### src/hw/rtl/plsd_pkg.sv
`timescale 1ns / 1ps
// ----------------------------------------------------------------------------
// plsd_pkg: shared types and constants
// Widths, tap weights and the per-result tag for the periodic
// sixth-order second-derivative stencil.
// ----------------------------------------------------------------------------
package plsd_pkg;

	localparam int NTAP     = 7;
	localparam int HEAD_N   = 6;
	localparam int MIN_RUN  = 7;
	localparam int SAMPLE_W = 24;
	localparam int SUM_W    = 35;
	localparam int MAG_W    = 34;
	localparam int SCALE_W  = 32;
	localparam int PROD_W   = MAG_W + SCALE_W;
	localparam int VALUE_W  = 48;
	localparam int POS_W    = 12;
	localparam int WEIGHT_W = 12;

	typedef logic signed [SUM_W-1:0] term_t;

	// index 0 is the oldest sample in the window
	localparam logic signed [WEIGHT_W-1:0] TAP_WEIGHT [NTAP] = '{
		12'sd2, -12'sd27, 12'sd270, -12'sd490, 12'sd270, -12'sd27, 12'sd2
	};

	typedef struct packed {
		logic [POS_W-1:0] pos;
		logic             err;
		logic             eor;
		logic             zero;
	} meta_t;

endpackage

### src/hw/rtl/plsd_cell.sv
`timescale 1ns / 1ps
// ----------------------------------------------------------------------------
// plsd_cell: one window cell
// Holds one sample, hands it to the older neighbor on shift and keeps
// the sample times its tap weight.
// ----------------------------------------------------------------------------
module plsd_cell
	import plsd_pkg::*;
#(
	parameter logic signed [WEIGHT_W-1:0] WEIGHT = 12'sd2
) (
	input  logic                       clk,
	input  logic                       shift,
	input  logic signed [SAMPLE_W-1:0] x_in,
	output logic signed [SAMPLE_W-1:0] x_q,
	output term_t                      term_q
);

	always_ff @(posedge clk) begin
		if (shift) begin
			x_q    <= x_in;
			term_q <= SUM_W'(x_in) * SUM_W'(WEIGHT);
		end
	end

endmodule

### src/hw/rtl/plsd_scale.sv
`timescale 1ns / 1ps
// ----------------------------------------------------------------------------
// plsd_scale: sum, scale, round and saturate
// Four stages: tap sum, magnitude, product with scale, rounding shift
// with saturation into the output register.
// ----------------------------------------------------------------------------
module plsd_scale
	import plsd_pkg::*;
#(
	parameter int SCALE_FRAC = 16
) (
	input  logic                      clk,
	input  logic                      arst_n,
	input  logic                      in_valid,
	output logic                      in_ready,
	input  term_t                     terms [NTAP],
	input  meta_t                     in_meta,
	input  logic [SCALE_W-1:0]        scale,
	output logic                      out_valid,
	input  logic                      out_ready,
	output logic signed [VALUE_W-1:0] out_value,
	output meta_t                     out_meta
);

	localparam int RW = PROD_W + 1;
	localparam logic [RW-1:0] RND = (RW'(1) << SCALE_FRAC) >> 1;
	localparam logic [RW-1:0] MAXP = (RW'(1) << (VALUE_W - 1)) - RW'(1);
	localparam logic [RW-1:0] MAXN = RW'(1) << (VALUE_W - 1);

	logic v2_q, v3_q, v4_q, v5_q;
	logic adv2, adv3, adv4, adv5;

	term_t sum;
	term_t sum_s2;
	meta_t meta_s2, meta_s3, meta_s4, meta_s5;
	logic  neg_s3, neg_s4;
	logic [MAG_W-1:0]  mag_s3;
	logic [PROD_W-1:0] prod_s4;
	logic [SUM_W-1:0]  absv;
	logic [RW-1:0]     rnd;
	logic [RW-1:0]     q;
	logic [RW-1:0]     qs;
	logic signed [VALUE_W-1:0] val_n;
	logic signed [VALUE_W-1:0] value_s5;

	assign adv5     = !v5_q || out_ready;
	assign adv4     = !v4_q || adv5;
	assign adv3     = !v3_q || adv4;
	assign adv2     = !v2_q || adv3;
	assign in_ready = adv2;

	always_comb begin
		sum = '0;
		for (int i = 0; i < NTAP; i++) begin
			sum = sum + terms[i];
		end
	end

	assign absv = sum_s2[SUM_W-1] ? SUM_W'(-sum_s2) : SUM_W'(sum_s2);

	always_comb begin
		rnd = {1'b0, prod_s4} + RND;
		q   = rnd >> SCALE_FRAC;
		if (neg_s4) begin
			qs = (q > MAXN) ? MAXN : q;
		end else begin
			qs = (q > MAXP) ? MAXP : q;
		end
		if (meta_s4.zero) begin
			val_n = '0;
		end else if (neg_s4) begin
			val_n = -$signed(qs[VALUE_W-1:0]);
		end else begin
			val_n = $signed(qs[VALUE_W-1:0]);
		end
	end

	always_ff @(posedge clk or negedge arst_n) begin
		if (!arst_n) begin
			v2_q <= 1'b0;
			v3_q <= 1'b0;
			v4_q <= 1'b0;
			v5_q <= 1'b0;
		end else begin
			if (adv2) v2_q <= in_valid;
			if (adv3) v3_q <= v2_q;
			if (adv4) v4_q <= v3_q;
			if (adv5) v5_q <= v4_q;
		end
	end

	always_ff @(posedge clk) begin
		if (adv2 && in_valid) begin
			sum_s2  <= sum;
			meta_s2 <= in_meta;
		end
		if (adv3 && v2_q) begin
			neg_s3  <= sum_s2[SUM_W-1];
			mag_s3  <= absv[MAG_W-1:0];
			meta_s3 <= meta_s2;
		end
		if (adv4 && v3_q) begin
			neg_s4  <= neg_s3;
			prod_s4 <= PROD_W'(mag_s3) * PROD_W'(scale);
			meta_s4 <= meta_s3;
		end
		if (adv5 && v4_q) begin
			value_s5 <= val_n;
			meta_s5  <= meta_s4;
		end
	end

	assign out_valid = v5_q;
	assign out_value = value_s5;
	assign out_meta  = meta_s5;

endmodule

### src/hw/rtl/periodic_laplacian_stencil_6th.sv
`timescale 1ns / 1ps
// ----------------------------------------------------------------------------
// periodic_laplacian_stencil_6th: periodic 7-point second derivative
//
// channel  | dir | contents
// s_*      | in  | tdata[23:0] sample, tlast last sample of run
// m_*      | out | tdata[47:0] value, [59:48] position, tuser run_error,
//          |     | tlast end_of_run
// scale_*  | in  | write enable and 32-bit scale value
//
// One sample per cycle while s_tready is high; a sample passes the cell row and the
// plsd_scale stages before m_tvalid rises. A good run's last sample is followed by
// wrap-around with s_tready low while the saved head samples pass down the cell row.
// The stages stall independently, so bubbles close while m_tready is low.
// Reset clears run count, overrun flag and all stage valids; scale = 65536.
// ----------------------------------------------------------------------------
module periodic_laplacian_stencil_6th
	import plsd_pkg::*;
#(
	parameter int MAX_POINTS = 4096,
	parameter int SCALE_FRAC = 16
) (
	input  logic                clk,
	input  logic                arst_n,
	input  logic                s_tvalid,
	output logic                s_tready,
	input  logic [23:0]         s_tdata,   // [23:0] sample
	input  logic                s_tlast,
	output logic                m_tvalid,
	input  logic                m_tready,
	output logic [63:0]         m_tdata,   // [47:0] value, [59:48] position, zero fill
	output logic                m_tuser,   // [0] run_error
	output logic                m_tlast,
	input  logic                scale_we,
	input  logic [SCALE_W-1:0]  scale_wdata
);

	localparam int CW  = $clog2(MAX_POINTS + 1);
	localparam int PCW = (CW > POS_W) ? CW : POS_W;
	localparam logic [2:0] LAST_DIDX = 3'(HEAD_N - 1);

	logic [SCALE_W-1:0] scale_q;
	logic [CW-1:0]      cnt_q, nn_q, cnt_new;
	logic               ovf_q, drain_q;
	logic [2:0]         didx_q;
	logic signed [SAMPLE_W-1:0] head_q [HEAD_N];

	logic  v1_q;
	meta_t meta_s1;
	logic  adv1, s2_ready;
	logic  in_acc, take, ovf_new, run_ok, shift;
	logic [PCW-1:0] pos_norm, pos_drain;
	logic signed [SAMPLE_W-1:0] chain_in;
	logic signed [SAMPLE_W-1:0] x [NTAP];
	term_t terms [NTAP];

	logic                      out_valid;
	logic signed [VALUE_W-1:0] out_value;
	meta_t                     out_meta;

	assign adv1     = !v1_q || s2_ready;
	assign s_tready = adv1 && !drain_q;
	assign in_acc   = s_tvalid && s_tready;

	assign take     = !ovf_q && (cnt_q != CW'(MAX_POINTS));
	assign cnt_new  = take ? cnt_q + 1'b1 : cnt_q;
	assign ovf_new  = !take;
	assign run_ok   = !ovf_new && (cnt_new >= CW'(MIN_RUN));
	assign pos_norm = PCW'(cnt_new) - PCW'(4);
	assign pos_drain = (didx_q < 3'd3) ? PCW'(nn_q) - PCW'(3) + PCW'(didx_q)
	                                   : PCW'(didx_q) - PCW'(3);

	assign shift    = (in_acc && take) || (drain_q && adv1);
	assign chain_in = drain_q ? head_q[didx_q] : $signed(s_tdata);

	genvar j;
	generate
		for (j = 0; j < NTAP; j++) begin : g_cell
			if (j == NTAP - 1) begin : g_top
				plsd_cell #(.WEIGHT(TAP_WEIGHT[j])) u_cell (
					.clk    (clk),
					.shift  (shift),
					.x_in   (chain_in),
					.x_q    (x[j]),
					.term_q (terms[j])
				);
			end else begin : g_mid
				plsd_cell #(.WEIGHT(TAP_WEIGHT[j])) u_cell (
					.clk    (clk),
					.shift  (shift),
					.x_in   (x[j+1]),
					.x_q    (x[j]),
					.term_q (terms[j])
				);
			end
		end
	endgenerate

	always_ff @(posedge clk or negedge arst_n) begin
		if (!arst_n) begin
			scale_q <= SCALE_W'(65536);
			cnt_q   <= '0;
			ovf_q   <= 1'b0;
			drain_q <= 1'b0;
			didx_q  <= '0;
			v1_q    <= 1'b0;
		end else begin
			if (scale_we) scale_q <= scale_wdata;
			if (drain_q && adv1) begin
				v1_q   <= 1'b1;
				didx_q <= didx_q + 3'd1;
				if (didx_q == LAST_DIDX) drain_q <= 1'b0;
			end else if (in_acc) begin
				if (s_tlast) begin
					cnt_q   <= '0;
					ovf_q   <= 1'b0;
					v1_q    <= 1'b1;
					drain_q <= run_ok;
					didx_q  <= '0;
				end else begin
					cnt_q <= cnt_new;
					ovf_q <= ovf_new;
					v1_q  <= run_ok;
				end
			end else if (adv1) begin
				v1_q <= 1'b0;
			end
		end
	end

	always_ff @(posedge clk) begin
		if (in_acc && take && (cnt_q < CW'(HEAD_N))) begin
			head_q[cnt_q[2:0]] <= $signed(s_tdata);
		end
		if (in_acc && s_tlast) nn_q <= cnt_new;
		if (drain_q && adv1) begin
			meta_s1 <= '{pos: pos_drain[POS_W-1:0], err: 1'b0,
			             eor: (didx_q == LAST_DIDX), zero: 1'b0};
		end else if (in_acc) begin
			meta_s1 <= '{pos: run_ok ? pos_norm[POS_W-1:0] : '0,
			             err: s_tlast && !run_ok,
			             eor: s_tlast && !run_ok,
			             zero: !run_ok};
		end
	end

	plsd_scale #(.SCALE_FRAC(SCALE_FRAC)) u_scale (
		.clk       (clk),
		.arst_n    (arst_n),
		.in_valid  (v1_q),
		.in_ready  (s2_ready),
		.terms     (terms),
		.in_meta   (meta_s1),
		.scale     (scale_q),
		.out_valid (out_valid),
		.out_ready (m_tready),
		.out_value (out_value),
		.out_meta  (out_meta)
	);

	assign m_tvalid = out_valid;
	assign m_tdata  = {4'b0, out_meta.pos, out_value};
	assign m_tuser  = out_meta.err;
	assign m_tlast  = out_meta.eor;

	a_drain_blocks_input: assert property (@(posedge clk) disable iff (!arst_n)
		drain_q |-> !s_tready)
		else $error("input taken during wrap-around");

	a_count_bound: assert property (@(posedge clk) disable iff (!arst_n)
		cnt_q <= CW'(MAX_POINTS))
		else $error("run count beyond limit");

	a_drain_index: assert property (@(posedge clk) disable iff (!arst_n)
		drain_q |-> didx_q <= LAST_DIDX)
		else $error("wrap-around index out of range");

	a_error_ends_run: assert property (@(posedge clk) disable iff (!arst_n)
		(m_tvalid && m_tuser) |-> (m_tlast && m_tdata[47:0] == 48'd0))
		else $error("error item not a zero end of run");

	a_drain_start: assert property (@(posedge clk) disable iff (!arst_n)
		$rose(drain_q) |-> (cnt_q == '0 && !ovf_q && v1_q))
		else $error("wrap-around started without run reset");

endmodule
### config.mk
export PLATFORM = sky130hd
export DESIGN_NAME = periodic_laplacian_stencil_6th
export DESIGN_NICKNAME = d
export VERILOG_FILES = /design/src/hw/rtl/plsd_pkg.sv /design/src/hw/rtl/plsd_cell.sv /design/src/hw/rtl/plsd_scale.sv /design/src/hw/rtl/periodic_laplacian_stencil_6th.sv
export SDC_FILE = /design/constraint.sdc
export NUM_CORES = 2
export LEC_CHECK = 0
export BUFFER_PORTS_ARGS = -buffer_cell sky130_fd_sc_hd__clkbuf_2
export CORE_MARGIN = 8
export CORE_UTILIZATION = 50
export CTS_BUF_LIST = sky130_fd_sc_hd__clkbuf_16
export DETAILED_ROUTE_END_ITERATION = 16
export PLACE_DENSITY = 0.66
export SYNTH_ARGS = -nofsm -noshare
export SYNTH_HDL_FRONTEND = slang
export SYNTH_SLANG_ARGS = --single-unit
### constraint.sdc
create_clock -name clk -period 11.6 [get_ports clk]
set_clock_uncertainty 0.15 [all_clocks]
set_input_delay 2.32 -clock clk [delete_from_list [all_inputs] [get_ports clk]]
set_output_delay 2.32 -clock clk [all_outputs]
set_load 0.1 [all_outputs]
==> metrics.log <==
[metrics] outcome: complete, no violations
[metrics] kind of critical path: register to register
[metrics] total number of vias: approximately 55000
[metrics] Syn Std Cell Area: roughly 0.084 mm^2
[metrics] placed wire-length estimate: approximately 160000 um
[metrics] normalized max-slew margin: 0.213
[metrics] Avg WL per Cell: about 21 um
[metrics] CP Launch Type: register
[metrics] average via count per standard cell: 5.44
[metrics] cell occurring most often along the worst timing path: sky130_fd_sc_hd__fa_1
[metrics] Async SR Flop Fraction: 0.0710
[metrics] 1st-pass router iterations: 8
[metrics] Chip Width: 426 um
[metrics] first-pass GRT wire length: approximately 340000 um
[metrics] primary flip-flop cell chosen by synthesis mapping: sky130_fd_sc_hd__edfxtp_1
[metrics] number of instances resized during post-cts repair: 0
[metrics] Final Max Slew Viols: 0
[metrics] Min-Delay Path Class: register to register
[metrics] number of buffers added to fix hold violations after cts: 0
[metrics] Core Rows: 150
[metrics] sequential-to-total area share from yosys stat: 0.273
[metrics] Max Buffers Root-to-Sink: 3
[metrics] clock transition at the registers of the reported paths: approximately 0.060 ns
[metrics] commonest cells after routing, fill and taps aside: sky130_fd_sc_hd__inv_1 (1614), sky130_fd_sc_hd__fa_1 (1287), sky130_fd_sc_hd__nand2_1 (805)
[metrics] total of max-cap violations: 0
[metrics] required time of the worst setup path: 11.89 ns
[metrics] arrival time of the worst setup path: roughly 10 ns
[metrics] post-CTS setup-driven buffer insertion count: 0
[metrics] antenna violations before repair: 6
[metrics] Max H-tree Level: 3
[metrics] quantity of I/O buffers inserted on ports: between 100 and 150
[metrics] Total Wirelength: around 210000 um
[metrics] grt ovf: 0
[metrics] highest clock rate: between 90 and 100 MHz
[metrics] leading cell type in the layout, fill and taps excluded: sky130_fd_sc_hd__inv_1
[metrics] area of all sequential standard cells: 0.0230 mm^2
[metrics] total I/O pin count: between 100 and 150
[metrics] growth of design area from synthesis to finish: 6.98%
[metrics] slack of the worst reg-to-reg path: about 1.5 ns
[metrics] via count of the first global-routing pass: 59600
[metrics] kind of end point of the critical path: register
[metrics] Final nets: around 10000
[metrics] number of enable flip-flop cells after synthesis: 718
[metrics] final worst path period need: just over 10 ns
[metrics] remaining antenna violation count: 0
[metrics] maximum number of pins on one net before global-route repair: 150
[metrics] total count of hold-check failures in the final report: 0
[metrics] number of clock sinks: about 780
[metrics] Slowest Stage Delay on Critical Path: 0.70 ns
[metrics] share of the clock period used by the worst path after layout: 0.866
[metrics] y dimension of the die: around 430 um
[metrics] Avg Synthesized Cell Area: approximately 11 um^2
[metrics] setup repair after global routing missed its margin: false
[metrics] DRC marker count from the first detailed-route iteration: 3763
[metrics] number of distinct library cells after synthesis: 102
[metrics] layout cells sized above 1: 0.0648
[metrics] core area: around 0.17 mm^2
[metrics] Synth Warn #: 0
[metrics] area taken by multi-input logic gates: about 0.054 mm^2
[metrics] global router's overall resource usage: 0.237
[metrics] Layout Utilization: 0.539
[metrics] critical-path cell with the highest stage delay: sky130_fd_sc_hd__dfrtp_1
[metrics] Layout fillers: roughly 14000
[metrics] Worst Max-Slew Pin Slew: roughly 1.2 ns
[metrics] Min Hold Slack: approximately 0.26 ns
[metrics] CTS tree: built
[metrics] clock latency at the later pin of the worst-skew pair: slightly above 0.7 ns
[metrics] initial core utilization: 0.504
[metrics] cells after synthesis: 7803
[metrics] total CTS buffers: 87
[metrics] Fin Setup TNS: 0 ns
[metrics] Die Area: roughly 0.18 mm^2
[metrics] final estimated routing congestion in global placement: around 0.91
[metrics] Root Driver: sky130_fd_sc_hd__clkbuf_16
[metrics] flip-flop and latch count after synthesis: approximately 780
[metrics] count of endpoints failing setup in the final report: 0
[metrics] post-detailed-route DRC marker count: 0
[metrics] crit path max fanout: 20
[final timing paths]
kind                                              start                             to  cells past startpoint
hold / removal             u_scale.meta_s3[3]$_DFFE_PP_   u_scale.meta_s4[3]$_DFFE_PP_                      0
min in group asynchronous                        arst_n           cnt_q[7]$_DFFE_PN0P_                      1
setup reg to reg                 scale_q[3]$_DFFE_PN0P_  u_scale.prod_s4[64]$_DFFE_PP_                     32
max in group asynchronous                        arst_n        scale_q[15]$_DFFE_PN0P_                      2
hold reg to reg            u_scale.meta_s3[3]$_DFFE_PP_   u_scale.meta_s4[3]$_DFFE_PP_                      0
setup / recovery                 scale_q[3]$_DFFE_PN0P_  u_scale.prod_s4[64]$_DFFE_PP_                     32
[registers in the layout, summed over array words and instances, names as in the netlist, 3 cells and up]
name                        cells
g_cell.g_top.u_cell.x_q        24
u_scale.sum_s2                 35
g_cell.g_mid.u_cell.x_q       116
meta_s1                        15
u_scale.meta_s2                15
u_scale.out_value              48
u_scale.meta_s3                15
u_scale.out_meta               14
u_scale.mag_s3                 34
nn_q                           12
cnt_q                          13
u_scale.meta_s4                15
u_scale.prod_s4                51
didx_q                          3
scale_q                        32
head_q                        144
g_cell.g_mid.u_cell.term_q    180
[metal layers]
metal	vias to the layer above	track usage	wire length, um
li1	24800	-	-
met1	28000	0.302	85300
met2	1713	0.405	104000
met3	485	0.0373	12700
met4	0	0.0965	9900
met5	-	0	0
[critical path: cells and delay by family, from the launching register on]
family	cells	cell delay, ns
XOR/XNOR	1	0.14
AND/OR/NAND/NOR	4	0.75
AO/OA/AOI/OAI	10	3.03
flip-flops	1	0.70
adder cells (fa/ha/maj)	9	4.30
buffers and inverters	8	0.71
[Yosys cell counts (all sizes together), types with 40 or more instances]
cell       n  area share
a21oi    170       0.010
nand2    808       0.036
nor2b     43      0.0032
nor2     219       0.010
inv     1595       0.071
dfrtp     54       0.016
and2     494       0.037
o21ai    158      0.0095
mux2      40      0.0053
nor3      86      0.0052
o21a      41      0.0038
fa      1287        0.31
edfxtp   718        0.26
clkbuf   266       0.012
ha       800        0.12
and3      40      0.0030
a21o      68      0.0061
nand3     81      0.0052
xor2      75      0.0078
xnor2    270       0.028
[kinds of logic (layout without fill, tap and decap cells)]
kind of cell / after synthesis / count (layout) / synth area share
mux: 93 / 93 / 0.0152
other cells: 1 / 7 / 0.0000445
flops: 775 / 775 / 0.273
simple gates: 1913 / 1913 / 0.112
buf+inv: 1898 / 1981 / 0.0853
compound gates: 691 / 691 / 0.0538
xor+xnor: 345 / 345 / 0.0359
fa+ha+maj: 2087 / 2087 / 0.425
[cell type report]
type	count	area share
multi-input combinational	5133	0.601
clock inverter	71	0.00693
antenna	3	0.0000833
tap	2204	0.0306
clock buffer	88	0.0244
inverter	1595	0.0664
sequential	775	0.255
timing repair buffer	227	0.0156
[per-stage QoR]
| stage | setup WS (ns) | instances | instance area (um^2) |
|---|---|---|---|
| after global routing | 1.15 | 10100 | 90100 |
| after detailed placement | 1.70 | 9934 | 87300 |
| after CTS | 1.63 | 10100 | 90100 |
| final | 1.55 | 10100 | 90100 |
| after global placement | 1.71 | 9934 | 87300 |
| after floorplan | 2.41 | 7806 | 84200 |
Power is left out: the tool's default activity adds up to more than one toggle a clock period on the data nets, which glitch-free logic cannot reach.
